$ cat src/bma_pkg.sv
`default_nettype none

package bma_pkg;

   // payload of one input item
   typedef struct packed {
      logic [11:0] adc_sample;
      logic [31:0] time_ms;
   } req_type;

   // payload of one result item
   typedef struct packed {
      logic [14:0] filtered_mv;
      logic        battery_low;
      logic        battery_very_low;
      logic        alarm_on;
   } rsp_type;

   // shared divider widths
   localparam int DIV_NUM_W = 31;
   localparam int DIV_DEN_W = 16;
   localparam int DIV_Q_W   = 15;

   typedef struct packed {
      logic                 start;
      logic [DIV_NUM_W-1:0] num;
      logic [DIV_DEN_W-1:0] den;
   } div_req_type;

   typedef struct packed {
      logic               done;
      logic [DIV_Q_W-1:0] quot;
   } div_rsp_type;

   // register map
   localparam int CSR_INDEX_W = 1;
   localparam logic [CSR_INDEX_W-1:0] CSR_LOW_THRESHOLD      = 1'd0;
   localparam logic [CSR_INDEX_W-1:0] CSR_VERY_LOW_THRESHOLD = 1'd1;

   localparam logic [14:0] LOW_THRESHOLD_RESET      = 15'd10700;
   localparam logic [14:0] VERY_LOW_THRESHOLD_RESET = 15'd10500;

   // smoothing period in ms, 1..65535
   localparam logic [15:0] SMOOTHING_PERIOD_MS = 16'd1000;
   localparam logic [15:0] SMOOTHING_HALF_MS   = SMOOTHING_PERIOD_MS >> 1;

   localparam logic [14:0] ADC_FULL_MV      = 15'd19800;
   localparam logic [30:0] ADC_ROUND        = 31'd2048;
   localparam logic [14:0] DISCONNECT_MV    = 15'd500;
   localparam logic [14:0] EQUAL_BAND_MV    = 15'd200;
   localparam logic [14:0] ALARM_SPAN_MS    = 15'd400;
   localparam logic [9:0]  ALARM_ON_MS      = 10'd100;
   localparam logic [9:0]  ALARM_MIN_OFF_MS = 10'd100;

endpackage

`default_nettype wire

$ cat src/bma_div.sv
`default_nettype none

// restoring divider, one quotient bit per cycle
module bma_div (
   input  wire logic                 clock,
   input  wire logic                 reset,
   input  wire bma_pkg::div_req_type div_req,
   output bma_pkg::div_rsp_type      div_rsp
);

   logic                          busy_ff, busy_in;
   logic                          done_ff, done_in;
   logic [3:0]                    cnt_ff, cnt_in;
   logic [bma_pkg::DIV_DEN_W-1:0] rem_ff, rem_in;
   logic [bma_pkg::DIV_DEN_W-1:0] den_ff, den_in;
   logic [bma_pkg::DIV_Q_W-1:0]   lo_ff, lo_in;
   logic [bma_pkg::DIV_Q_W-1:0]   quot_ff, quot_in;

   logic [bma_pkg::DIV_DEN_W:0]   trial;
   logic [bma_pkg::DIV_DEN_W:0]   diff;
   logic                          fits;

   assign trial = {rem_ff, lo_ff[bma_pkg::DIV_Q_W-1]};
   assign diff  = trial - {1'b0, den_ff};
   assign fits  = trial >= {1'b0, den_ff};

   always_comb begin
      busy_in = busy_ff;
      done_in = 1'b0;
      cnt_in  = cnt_ff;
      rem_in  = rem_ff;
      den_in  = den_ff;
      lo_in   = lo_ff;
      quot_in = quot_ff;
      if (div_req.start) begin
         // quotient always fits DIV_Q_W bits, so the high part is below den
         busy_in = 1'b1;
         cnt_in  = '0;
         rem_in  = div_req.num[bma_pkg::DIV_NUM_W-1:bma_pkg::DIV_Q_W];
         lo_in   = div_req.num[bma_pkg::DIV_Q_W-1:0];
         den_in  = div_req.den;
         quot_in = '0;
      end else if (busy_ff) begin
         rem_in  = fits ? diff[bma_pkg::DIV_DEN_W-1:0] : trial[bma_pkg::DIV_DEN_W-1:0];
         lo_in   = {lo_ff[bma_pkg::DIV_Q_W-2:0], 1'b0};
         quot_in = {quot_ff[bma_pkg::DIV_Q_W-2:0], fits};
         cnt_in  = cnt_ff + 4'd1;
         if (cnt_ff == 4'(bma_pkg::DIV_Q_W - 1)) begin
            busy_in = 1'b0;
            done_in = 1'b1;
         end
      end
   end

   always_ff @(posedge clock) begin
      if (reset) begin
         busy_ff <= 1'b0;
         done_ff <= 1'b0;
         cnt_ff  <= '0;
      end else begin
         busy_ff <= busy_in;
         done_ff <= done_in;
         cnt_ff  <= cnt_in;
      end
      rem_ff  <= rem_in;
      den_ff  <= den_in;
      lo_ff   <= lo_in;
      quot_ff <= quot_in;
   end

   assign div_rsp.done = done_ff;
   assign div_rsp.quot = quot_ff;

endmodule

`default_nettype wire

$ cat src/battery_monitor_alarm.sv
`default_nettype none

// Channel   Direction  Handshake            Payload
// req       in         req_valid/req_stall  bma_pkg::req_type (adc_sample, time_ms)
// rsp       out        rsp_valid/rsp_stall  bma_pkg::rsp_type (filtered_mv, flags, alarm_on)
// csr       in         csr_we               csr_index, csr_wdata (thresholds)
//
// One item at a time. If the sample replaces the filter value and no off time is
// needed, it runs S_MV, S_FLAGS, S_ALARM; if the filter blend and off-time scaling
// both run: S_MV, S_BLEND_A/B, divider, S_FLAGS, S_SPAN, divider, S_ALARM, with one
// shared divider and a single 16x15 multiplier. Reset is synchronous; it restores
// the threshold defaults and clears control, filter and alarm state, not datapath. A
// stalled result waits in the output register; the next item is taken meanwhile.
module battery_monitor_alarm (
   input  wire logic                            clock,
   input  wire logic                            reset,
   input  wire logic                            req_valid,
   output logic                                 req_stall,
   input  wire bma_pkg::req_type                req_data,
   output logic                                 rsp_valid,
   input  wire logic                            rsp_stall,
   output bma_pkg::rsp_type                     rsp_data,
   input  wire logic                            csr_we,
   input  wire logic [bma_pkg::CSR_INDEX_W-1:0] csr_index,
   input  wire logic [14:0]                     csr_wdata
);

   typedef enum logic [3:0] {
      S_IDLE, S_MV, S_BLEND_A, S_BLEND_B, S_DIVF_GO, S_DIVF_WAIT,
      S_FLAGS, S_SPAN, S_DIVI_GO, S_DIVI_WAIT, S_ALARM
   } state_type;

   state_type         state_ff, state_in;
   logic [14:0]       low_th_ff, low_th_in;
   logic [14:0]       vlow_th_ff, vlow_th_in;
   logic [14:0]       smooth_ff, smooth_in;
   logic [31:0]       last_ff, last_in;
   logic              low_ff, low_in;
   logic              vlow_ff, vlow_in;
   logic              phase_ff, phase_in;
   logic [31:0]       toggle_ff, toggle_in;

   logic [11:0]       adc_ff, adc_in;
   logic [31:0]       now_ff, now_in;
   logic [15:0]       dt_ff, dt_in;
   logic              replace_ff, replace_in;
   logic [14:0]       mv_ff, mv_in;
   logic [30:0]       acc_ff, acc_in;
   logic [14:0]       v_ff, v_in;
   logic              nlow_ff, nlow_in;
   logic              nvlow_ff, nvlow_in;
   logic [14:0]       d_ff, d_in;
   logic [14:0]       range_ff, range_in;
   logic [9:0]        off_ff, off_in;
   logic              rsp_valid_ff, rsp_valid_in;
   bma_pkg::rsp_type  rsp_ff, rsp_in;

   logic [15:0]       mul_a;
   logic [14:0]       mul_b;
   logic [30:0]       mul_p;
   logic [30:0]       mv_sum;
   logic [31:0]       dt_full;
   logic [14:0]       range_raw;
   logic [14:0]       range_sel;
   logic [14:0]       d_raw;
   logic              flag_low;
   logic              flag_vlow;
   logic [31:0]       elapsed;
   logic [9:0]        need;
   logic              out_free;
   logic              accept;

   bma_pkg::div_req_type div_req;
   bma_pkg::div_rsp_type div_rsp;

   bma_div u_div (
      .clock   (clock),
      .reset   (reset),
      .div_req (div_req),
      .div_rsp (div_rsp)
   );

   assign req_stall = (state_ff != S_IDLE);
   assign accept    = req_valid && !req_stall;
   assign out_free  = !rsp_valid_ff || !rsp_stall;
   assign dt_full   = req_data.time_ms - last_ff;

   // shared multiplier
   always_comb begin
      case (state_ff)
         S_MV: begin
            mul_a = {4'b0, adc_ff};
            mul_b = bma_pkg::ADC_FULL_MV;
         end
         S_BLEND_A: begin
            mul_a = bma_pkg::SMOOTHING_PERIOD_MS - dt_ff;
            mul_b = smooth_ff;
         end
         S_BLEND_B: begin
            mul_a = dt_ff;
            mul_b = mv_ff;
         end
         S_SPAN: begin
            mul_a = {1'b0, d_ff};
            mul_b = bma_pkg::ALARM_SPAN_MS;
         end
         default: begin
            mul_a = '0;
            mul_b = '0;
         end
      endcase
   end

   assign mul_p  = {15'b0, mul_a} * {16'b0, mul_b};
   assign mv_sum = mul_p + bma_pkg::ADC_ROUND;

   // flags with hysteresis
   always_comb begin
      flag_low  = low_ff;
      flag_vlow = vlow_ff;
      if (v_ff < bma_pkg::DISCONNECT_MV) begin
         flag_low  = 1'b0;
         flag_vlow = 1'b0;
      end else if (v_ff < vlow_th_ff) begin
         flag_low  = 1'b1;
         flag_vlow = 1'b1;
      end else if (v_ff < low_th_ff) begin
         flag_low  = 1'b1;
      end else if (v_ff == low_th_ff) begin
         flag_vlow = 1'b0;
      end else begin
         flag_low  = 1'b0;
         flag_vlow = 1'b0;
      end
   end

   assign range_raw = (low_th_ff > vlow_th_ff) ? low_th_ff - vlow_th_ff
                                                : vlow_th_ff - low_th_ff;
   assign range_sel = (range_raw == '0) ? bma_pkg::EQUAL_BAND_MV : range_raw;
   assign d_raw     = (v_ff <= vlow_th_ff) ? '0 : v_ff - vlow_th_ff;

   assign elapsed = now_ff - toggle_ff;
   assign need    = phase_ff ? bma_pkg::ALARM_ON_MS
                  : (nvlow_ff ? bma_pkg::ALARM_MIN_OFF_MS : off_ff);

   always_comb begin
      div_req.start = 1'b0;
      div_req.num   = acc_ff;
      div_req.den   = bma_pkg::SMOOTHING_PERIOD_MS;
      if (state_ff == S_DIVF_GO) begin
         div_req.start = 1'b1;
      end else if (state_ff == S_DIVI_GO) begin
         div_req.start = 1'b1;
         div_req.den   = {1'b0, range_ff};
      end
   end

   always_comb begin
      state_in     = state_ff;
      low_th_in    = low_th_ff;
      vlow_th_in   = vlow_th_ff;
      smooth_in    = smooth_ff;
      last_in      = last_ff;
      low_in       = low_ff;
      vlow_in      = vlow_ff;
      phase_in     = phase_ff;
      toggle_in    = toggle_ff;
      adc_in       = adc_ff;
      now_in       = now_ff;
      dt_in        = dt_ff;
      replace_in   = replace_ff;
      mv_in        = mv_ff;
      acc_in       = acc_ff;
      v_in         = v_ff;
      nlow_in      = nlow_ff;
      nvlow_in     = nvlow_ff;
      d_in         = d_ff;
      range_in     = range_ff;
      off_in       = off_ff;
      rsp_valid_in = rsp_valid_ff && rsp_stall;
      rsp_in       = rsp_ff;

      if (csr_we) begin
         case (csr_index)
            bma_pkg::CSR_LOW_THRESHOLD:      low_th_in  = csr_wdata;
            bma_pkg::CSR_VERY_LOW_THRESHOLD: vlow_th_in = csr_wdata;
            default: ;
         endcase
      end

      case (state_ff)
         S_IDLE: begin
            if (accept) begin
               adc_in     = req_data.adc_sample;
               now_in     = req_data.time_ms;
               dt_in      = dt_full[15:0];
               replace_in = (last_ff == '0) ||
                            (dt_full > {16'b0, bma_pkg::SMOOTHING_PERIOD_MS});
               state_in   = S_MV;
            end
         end
         S_MV: begin
            mv_in = mv_sum[26:12];
            v_in  = mv_sum[26:12];
            state_in = replace_ff ? S_FLAGS : S_BLEND_A;
         end
         S_BLEND_A: begin
            acc_in   = mul_p;
            state_in = S_BLEND_B;
         end
         S_BLEND_B: begin
            acc_in   = acc_ff + mul_p + {15'b0, bma_pkg::SMOOTHING_HALF_MS};
            state_in = S_DIVF_GO;
         end
         S_DIVF_GO: begin
            state_in = S_DIVF_WAIT;
         end
         S_DIVF_WAIT: begin
            if (div_rsp.done) begin
               v_in     = div_rsp.quot;
               state_in = S_FLAGS;
            end
         end
         S_FLAGS: begin
            nlow_in  = flag_low;
            nvlow_in = flag_vlow;
            range_in = range_sel;
            d_in     = (d_raw > range_sel) ? range_sel : d_raw;
            state_in = (flag_low && !flag_vlow && !phase_ff) ? S_SPAN : S_ALARM;
         end
         S_SPAN: begin
            acc_in   = mul_p;
            state_in = S_DIVI_GO;
         end
         S_DIVI_GO: begin
            state_in = S_DIVI_WAIT;
         end
         S_DIVI_WAIT: begin
            if (div_rsp.done) begin
               off_in   = div_rsp.quot[9:0] + bma_pkg::ALARM_MIN_OFF_MS;
               state_in = S_ALARM;
            end
         end
         S_ALARM: begin
            if (out_free) begin
               smooth_in = v_ff;
               last_in   = now_ff;
               low_in    = nlow_ff;
               vlow_in   = nvlow_ff;
               if (nlow_ff) begin
                  if (elapsed >= {22'b0, need}) begin
                     phase_in  = !phase_ff;
                     toggle_in = now_ff;
                  end
               end else begin
                  phase_in  = 1'b0;
                  toggle_in = '0;
               end
               rsp_in.filtered_mv      = v_ff;
               rsp_in.battery_low      = nlow_ff;
               rsp_in.battery_very_low = nvlow_ff;
               rsp_in.alarm_on         = phase_in;
               rsp_valid_in            = 1'b1;
               state_in                = S_IDLE;
            end
         end
         default: begin
            state_in = S_IDLE;
         end
      endcase
   end

   always_ff @(posedge clock) begin
      if (reset) begin
         state_ff     <= S_IDLE;
         low_th_ff    <= bma_pkg::LOW_THRESHOLD_RESET;
         vlow_th_ff   <= bma_pkg::VERY_LOW_THRESHOLD_RESET;
         smooth_ff    <= '0;
         last_ff      <= '0;
         low_ff       <= 1'b0;
         vlow_ff      <= 1'b0;
         phase_ff     <= 1'b0;
         toggle_ff    <= '0;
         rsp_valid_ff <= 1'b0;
      end else begin
         state_ff     <= state_in;
         low_th_ff    <= low_th_in;
         vlow_th_ff   <= vlow_th_in;
         smooth_ff    <= smooth_in;
         last_ff      <= last_in;
         low_ff       <= low_in;
         vlow_ff      <= vlow_in;
         phase_ff     <= phase_in;
         toggle_ff    <= toggle_in;
         rsp_valid_ff <= rsp_valid_in;
      end
      adc_ff     <= adc_in;
      now_ff     <= now_in;
      dt_ff      <= dt_in;
      replace_ff <= replace_in;
      mv_ff      <= mv_in;
      acc_ff     <= acc_in;
      v_ff       <= v_in;
      nlow_ff    <= nlow_in;
      nvlow_ff   <= nvlow_in;
      d_ff       <= d_in;
      range_ff   <= range_in;
      off_ff     <= off_in;
      rsp_ff     <= rsp_in;
   end

   assign rsp_valid = rsp_valid_ff;
   assign rsp_data  = rsp_ff;

endmodule

`default_nettype wire
$ cat config.mk
export PLATFORM = sky130hd
export DESIGN_NAME = battery_monitor_alarm
export DESIGN_NICKNAME = d
export VERILOG_FILES = /design/src/bma_pkg.sv /design/src/bma_div.sv /design/src/battery_monitor_alarm.sv
export SDC_FILE = /design/constraint.sdc
export NUM_CORES = 2
export LEC_CHECK = 0
export BUFFER_PORTS_ARGS = -buffer_cell sky130_fd_sc_hd__buf_2
export CORE_ASPECT_RATIO = 0.9
export CORE_MARGIN = 1.5
export CORE_UTILIZATION = 65
export DETAILED_ROUTE_END_ITERATION = 10
export PLACE_DENSITY = 0.83
export RECOVER_POWER = 50
export SLEW_MARGIN = 20
export SYNTH_ARGS = -nofsm -noshare
export SYNTH_HDL_FRONTEND = slang
export SYNTH_SLANG_ARGS = --single-unit
export TNS_END_PERCENT = 1
$ cat constraint.sdc
create_clock -name clock -period 19.25 [get_ports clock]
set_input_delay 0.9625 -clock clock [delete_from_list [all_inputs] [get_ports clock]]
set_output_delay 0.9625 -clock clock [all_outputs]
set_load 0.02 [all_outputs]
* Word level (Yosys, flattened, before mapping) *
Cells that the tools add are included.

operators by class
  $add $sub $neg = 12
  reductions and logical operators = 30
  div/mod/pow operators = 0
  muxes and demuxes = 42
  magnitude comparators = 9
  equality and inequality tests = 17
  bitwise logic cells = 3
  shifts and indexed selects = 0
  $mul = 1

operator list
  operator                                                          count
  2-to-1 mux 15 bit                                                 7
  2-to-1 mux 32 bit                                                 2
  one-hot mux 16 bit (4 select lines)                               1
  subtractor 32 bit                                                 2
  one-hot mux 31 bit (2 select lines)                               1
  one-hot mux 15 bit (4 select lines)                               1
  2-to-1 mux 16 bit                                                 3
  subtractor 15 bit                                                 3
  one-hot mux 4 bit (11 select lines)                               1
  greater-or-equal comparator 32 x 10 -> 1 bit                      1
  greater-than comparator 32 x 10 -> 1 bit (second input constant)  1
  zero test 32 bit                                                  1
  adder 31 bit                                                      1
  adder 31 x 9 -> 31 bit (second input constant)                    1
  multiplier 16 x 15 -> 31 bit                                      1
  greater-than comparator 15 bit                                    2
  less-than comparator 15 bit                                       2
  one-hot mux 15 bit (2 select lines)                               1
  adder 27 x 12 -> 27 bit (second input constant)                   1
  2-to-1 mux 10 bit                                                 2
  2-to-1 mux 4 bit                                                  5
  greater-or-equal comparator 17 x 16 -> 1 bit                      1
  2-to-1 mux 1 bit                                                  17
  equality test 4 x 3 -> 1 bit (second input constant)              4
  other kinds (26)                                                  52

word-level totals
  bits in registers = 367
  memories kept = 0
  bits of input ports = 65
  memory bits (writable) = 0
  logic and storage cells = 148
  bits in read-only memories = 0
  bits in latches = 0
  output and inout bits = 20

* Longest topological paths before layout *
  word-level depth = 9
  gate-level depth with buffers = 44
  gate-level depth less buffers = 41

* By module *
From an unflattened synthesis, not the netlist that was laid out.

unflattened totals
  cells, all modules = 3647
  area total of the unflattened synthesis = 32662.6 um^2

modules (own cells, without submodules)
  module                 area an instance (um^2)  sequential area each (um^2)  instances  cells each
  battery_monitor_alarm  29014.1                  7807.5                       1          3307
  bma_div                3648.5                   1831.8                       1          340

* Worst setup path after synthesis *
No wires, ideal clock.

  path type = reg-to-reg
  from = register state_ff[2]
  to = register acc_ff[30], data pin
  setup slack = 9471 ps
  stages on the path, launching flop included = 40
  library setup time = 258 ps
  arrival = 9521 ps
  path buffers = 2
  clock period less this slack = 9779 ps
  data required time = 18992 ps
  cells stage by stage = dfxtp_1 -> clkbuf_1 -> clkinv_1 -> nand2_1 -> nor3_1 -> clkbuf_1 -> a22oi_1 -> o21ai_1 -> nand2_1 -> fa_1 -> fa_1 -> inv_1 -> fa_1 -> inv_1 -> fa_1 -> inv_1 -> fa_1 -> inv_1 -> [... 4 more ...] -> a21oi_1 -> o21bai_1 -> a41oi_1 -> o21ai_1 -> xor2_1 -> ha_1 -> ha_1 -> a22oi_1 -> nand2_1 -> a311oi_1 -> a31oi_1 -> or2_2 -> o22ai_1 -> o2111ai_1 -> a31oi_1 -> xnor2_1 -> nor2_1 -> xnor2_1

on the way
  cells in the longest elaborated chain, start to end = 6
  elaborated cells between the ends (all ways) = 11
  those cells by class = add/sub: 2; mul: 1; eq/ne: 4; mux: 3; reduce/logical: 1

ends and longest elaborated chain
  item                                                                                        RTL line                                                   source
  start, declared                                                                             battery_monitor_alarm.sv:33                                state_type state_ff, state_in;
  start signal, assigned                                                                      battery_monitor_alarm.sv:286                               state_ff <= state_in;
  equality test 4 x 3 -> 1 bit (tied with other cells)                                        battery_monitor_alarm.sv:90, battery_monitor_alarm.sv:191
  one-hot mux 16 bit (4 select lines) or one-hot mux 15 bit (4 select lines) (tied branches)  battery_monitor_alarm.sv:90                                case (state_ff)
  multiplier 16 x 15 -> 31 bit                                                                battery_monitor_alarm.sv:114                               assign mul_p = {15'b0, mul_a} * {16'b0, mul_b};
  adder 31 bit                                                                                battery_monitor_alarm.sv:212                               acc_in = acc_ff + mul_p + {15'b0, bma_pkg::SMOOTHING_HALF_MS};
  adder 31 x 9 -> 31 bit                                                                      battery_monitor_alarm.sv:212
  one-hot mux 31 bit (2 select lines) (*)                                                     battery_monitor_alarm.sv:191                               case (state_ff)
  net acc_in[30]                                                                              battery_monitor_alarm.sv:48                                logic [30:0] acc_ff, acc_in;
  end signal, assigned                                                                        battery_monitor_alarm.sv:302                               acc_ff <= acc_in;
  end, declared                                                                               battery_monitor_alarm.sv:48

Mark *: on every way through the listed nets, which the timed path passes. The rest lies on a longest branch.
A chain may end at the register's enable or synchronous reset.

* Worst setup path in the final report *
  from = register state_ff[0]
  to = register acc_ff[30], data pin

Same word-level chain as after synthesis.

==> metrics.txt <==
Synth async-reset ratio=0%; antenna viol nets, final=0; failing checks=max-capacitance violations, max-slew violations; setup slack at placement=8.418 ns; RR Startpoint=state_ff[0]; nets=4241; Startpoint Class=flop; # port buffers=84; row cnt=77; top routing layer used=met5; Synth Area in XOR/XNOR=3.962%; met2 wire len=40320 um; DRT Pass-1 Iters=8; Hold EP=vlow_th_ff[14]; Crit Path Class=flop to flop; Overflow after GRT=0; Leakage Power=14.66 nW; first-pass GRT wire length=138900 um; crit path launch=state_ff[0]; Synth Area per Inst=8.851 sq um; largest cells by area after synthesis=edfxtp_1 21%, ha_1 12%, fa_1 12%; clock buffer depth=3; cts hold-fix bufs=0; outcome=finished with violations; Clock Sinks=366; drc violations=0; clock-pin slew on the worst setup and hold paths=0.06 ns; Peak Freq=0.08258 GHz; postcts setup bufs=0; via count=26980; H-tree Lvls=2; Total GRT Usage=34.52%; Avg WL per Cell=20.39 um; initial antenna violation count=2; total CTS buffers=41; clock skew=0.01980 ns; clock power share=18.4%; main combinational cell family by area after synthesis=adder cells; largest net degree at the start of global routing=85; Area growth syn-to-layout=7.010%; FF-to-FF setup slack=7.14 ns; die width=237.9 um; CP max stage delay=1.31 ns; leading area contributor after synthesis=edfxtp_1; hold crit path type=flop to flop; adder-cell share of the synthesized area=24.01%; RSZ-0062 raised after global routing=no; PnR worst setup slack=7.140 ns; Placeable Area=49040 sq um; FF-to-FF End=acc_ff[30]; worst reg2reg path depth=36; FF+latch count, synth=366; Simple-Gate Fraction of Synth Area=17.28%; sequential share of power=27.5%; Post-synth top cells=538 x nand2_1, 388 x inv_1, 320 x ha_1; syn_nets=4218; DP Area=33200 sq um; cell with the most instances after synthesis=nand2_1; fin. max-slew vios=372; Fin Setup TNS=0 ns; distinct cell type count after synthesis=87; Skew-Pair Late Insertion Delay=0.58 ns; Final Cell Area=34530 sq um; Synth Warn #=0; Tot Pwr=4.575 mW; share of cells above drive strength 1=5.159%; Final Core Density=70.42%; Synth Flop Type=edfxtp_1; Avg Vias per Cell=6.224; routed wire length=88350 um; GP Congestion=0.9863; relative slew slack=-132.1%; Worst EP arrival=12.43 ns; CTS tree=done; Ant. Diodes=0; I/O pin count=85; # Max-Cap Violations=8; fin crit share=62.91%; Comb pwr share=54.1%; Critical-path top delay cell=clkbuf_1; mux contribution to synthesized area=3.164%; Worst Setup End Kind=flop; Peak VDD IR=0.0001054 V; Worst Path Required=19.57 ns; area fraction in compound gates after synthesis=15.60%; Gate Count Post-Synth=3646; CP max FO=36; worst slew pin tran=3.482 ns; clk root buf=clkbuf_16; Final setup viols=0; die area=51000 sq um; register area share after synthesis=29.78%; Starting Density=65.81%; met3 routed WL=7809 um; Post-DP HPWL=66780 um; CP most frequent cell=fa_1; mapped cell area=32270 sq um; final hold violation count=0; # resized after CTS=0; Tmin final=12.11 ns; switching share of total power=44.05%; Switch Pwr=2.015 mW; Pwr Density=132.5 nW/um^2; internal power=2.560 mW; Post-synth EDFFs=228; WL met1=35040 um; vias in the first global route=26270; DRT iter0 DRCs=2508; WHS Path Cells=2; min-delay src=vlow_th_ff[14]; Die Span Y=214.4 um; post-synth top area share=21.22%
==> per-stage QoR <==
step / instances / hold slack (ns)
global placement: 4258 / 0.4449
finish: 4334 / 0.4622
global route: 4334 / 0.4823
CTS: 4334 / 0.4652
detailed placement: 4258 / 0.4551
floorplan: 3646 / 0.4362
==> state kept, by name, indices dropped and copies added, names as in the netlist, 15 cells and up <==
name,cells
u_div.den_ff,15
rsp_data,18
u_div.quot_ff,15
v_ff,15
u_div.rem_ff,16
range_ff,15
dt_ff,16
last_ff,32
toggle_ff,32
vlow_th_ff,15
d_ff,15
mv_ff,15
acc_ff,31
smooth_ff,15
now_ff,32
low_th_ff,15
u_div.lo_ff,15
==> placed cells by master, fill, tap and decap left out, types with 43 or more instances in the layout <==
cell type / count
inv_1: 387
nand4_1: 51
dfxtp_1: 137
clkbuf_1: 71
nand2_1: 538
clkbuf_16: 43
nand3_1: 74
xnor2_1: 87
nor2_1: 276
xor2_1: 59
o21ai_0: 132
edfxtp_1: 228
a21o_1: 66
fa_1: 187
nor3_1: 49
ha_1: 320
nand2b_1: 49
o21a_1: 55
a21oi_1: 265
==> kinds of logic (layout without fill, tap and decap cells) <==
logic type / Yosys count / in the layout
fa+ha+maj: 507 / 507
compound gates: 789 / 789
xor+xnor: 146 / 146
flops: 366 / 366
mux: 86 / 86
simple gates: 1226 / 1226
buf+inv: 526 / 582
==> critical path: cells and delay by family, from the launching register on <==
kind                     cells  cell delay (ns)
XOR/XNOR                     3             0.74
AO/OA/AOI/OAI               10             2.95
AND/OR/NAND/NOR              8             1.41
flip-flops                   1             0.98
adder cells (fa/ha/maj)      9             4.20
buffers and inverters        6             1.57
==> routing by layer <==
metal	track usage [%]	up-vias
met5	0.4735	-
met4	17.96	2
met3	6.720	280
met2	55.58	1210
met1	44.22	12820
li1	-	12660
==> layout make-up <==
class	count	area, sq um
multi-input cells	2754	20670
clock inverters	19	275.3
fillers	3846	14510
well taps	632	790.8
inverters	391	1469
repair buffers	115	555.5
flip-flops and latches	366	9610
clock buffers	57	1159
==> how the worst max path moves through the flow <==
stage	to	slack, ns	cells past startpoint
3_5_place_dp	acc_ff[30]	8.42	37
4_1_cts	acc_ff[30]	8.42	36
5_1_grt	acc_ff[30]	6.44	36
3_3_place_gp	acc_ff[30]	8.69	37
6_report	acc_ff[30]	7.14	36
2_1_floorplan	acc_ff[30]	9.47	39
==> power groups by stage <==
stage                     clock, mW  sequential [mW]  combinational, mW
final                         0.841             1.26               2.48
after global routing          0.880             1.27               2.74
after CTS                     0.847             1.24               2.43
after detailed placement          0             1.26               2.40
after global placement            0             1.25               2.34
after floorplan                   0             1.17               1.84
(Power assumes the default switching activity.)
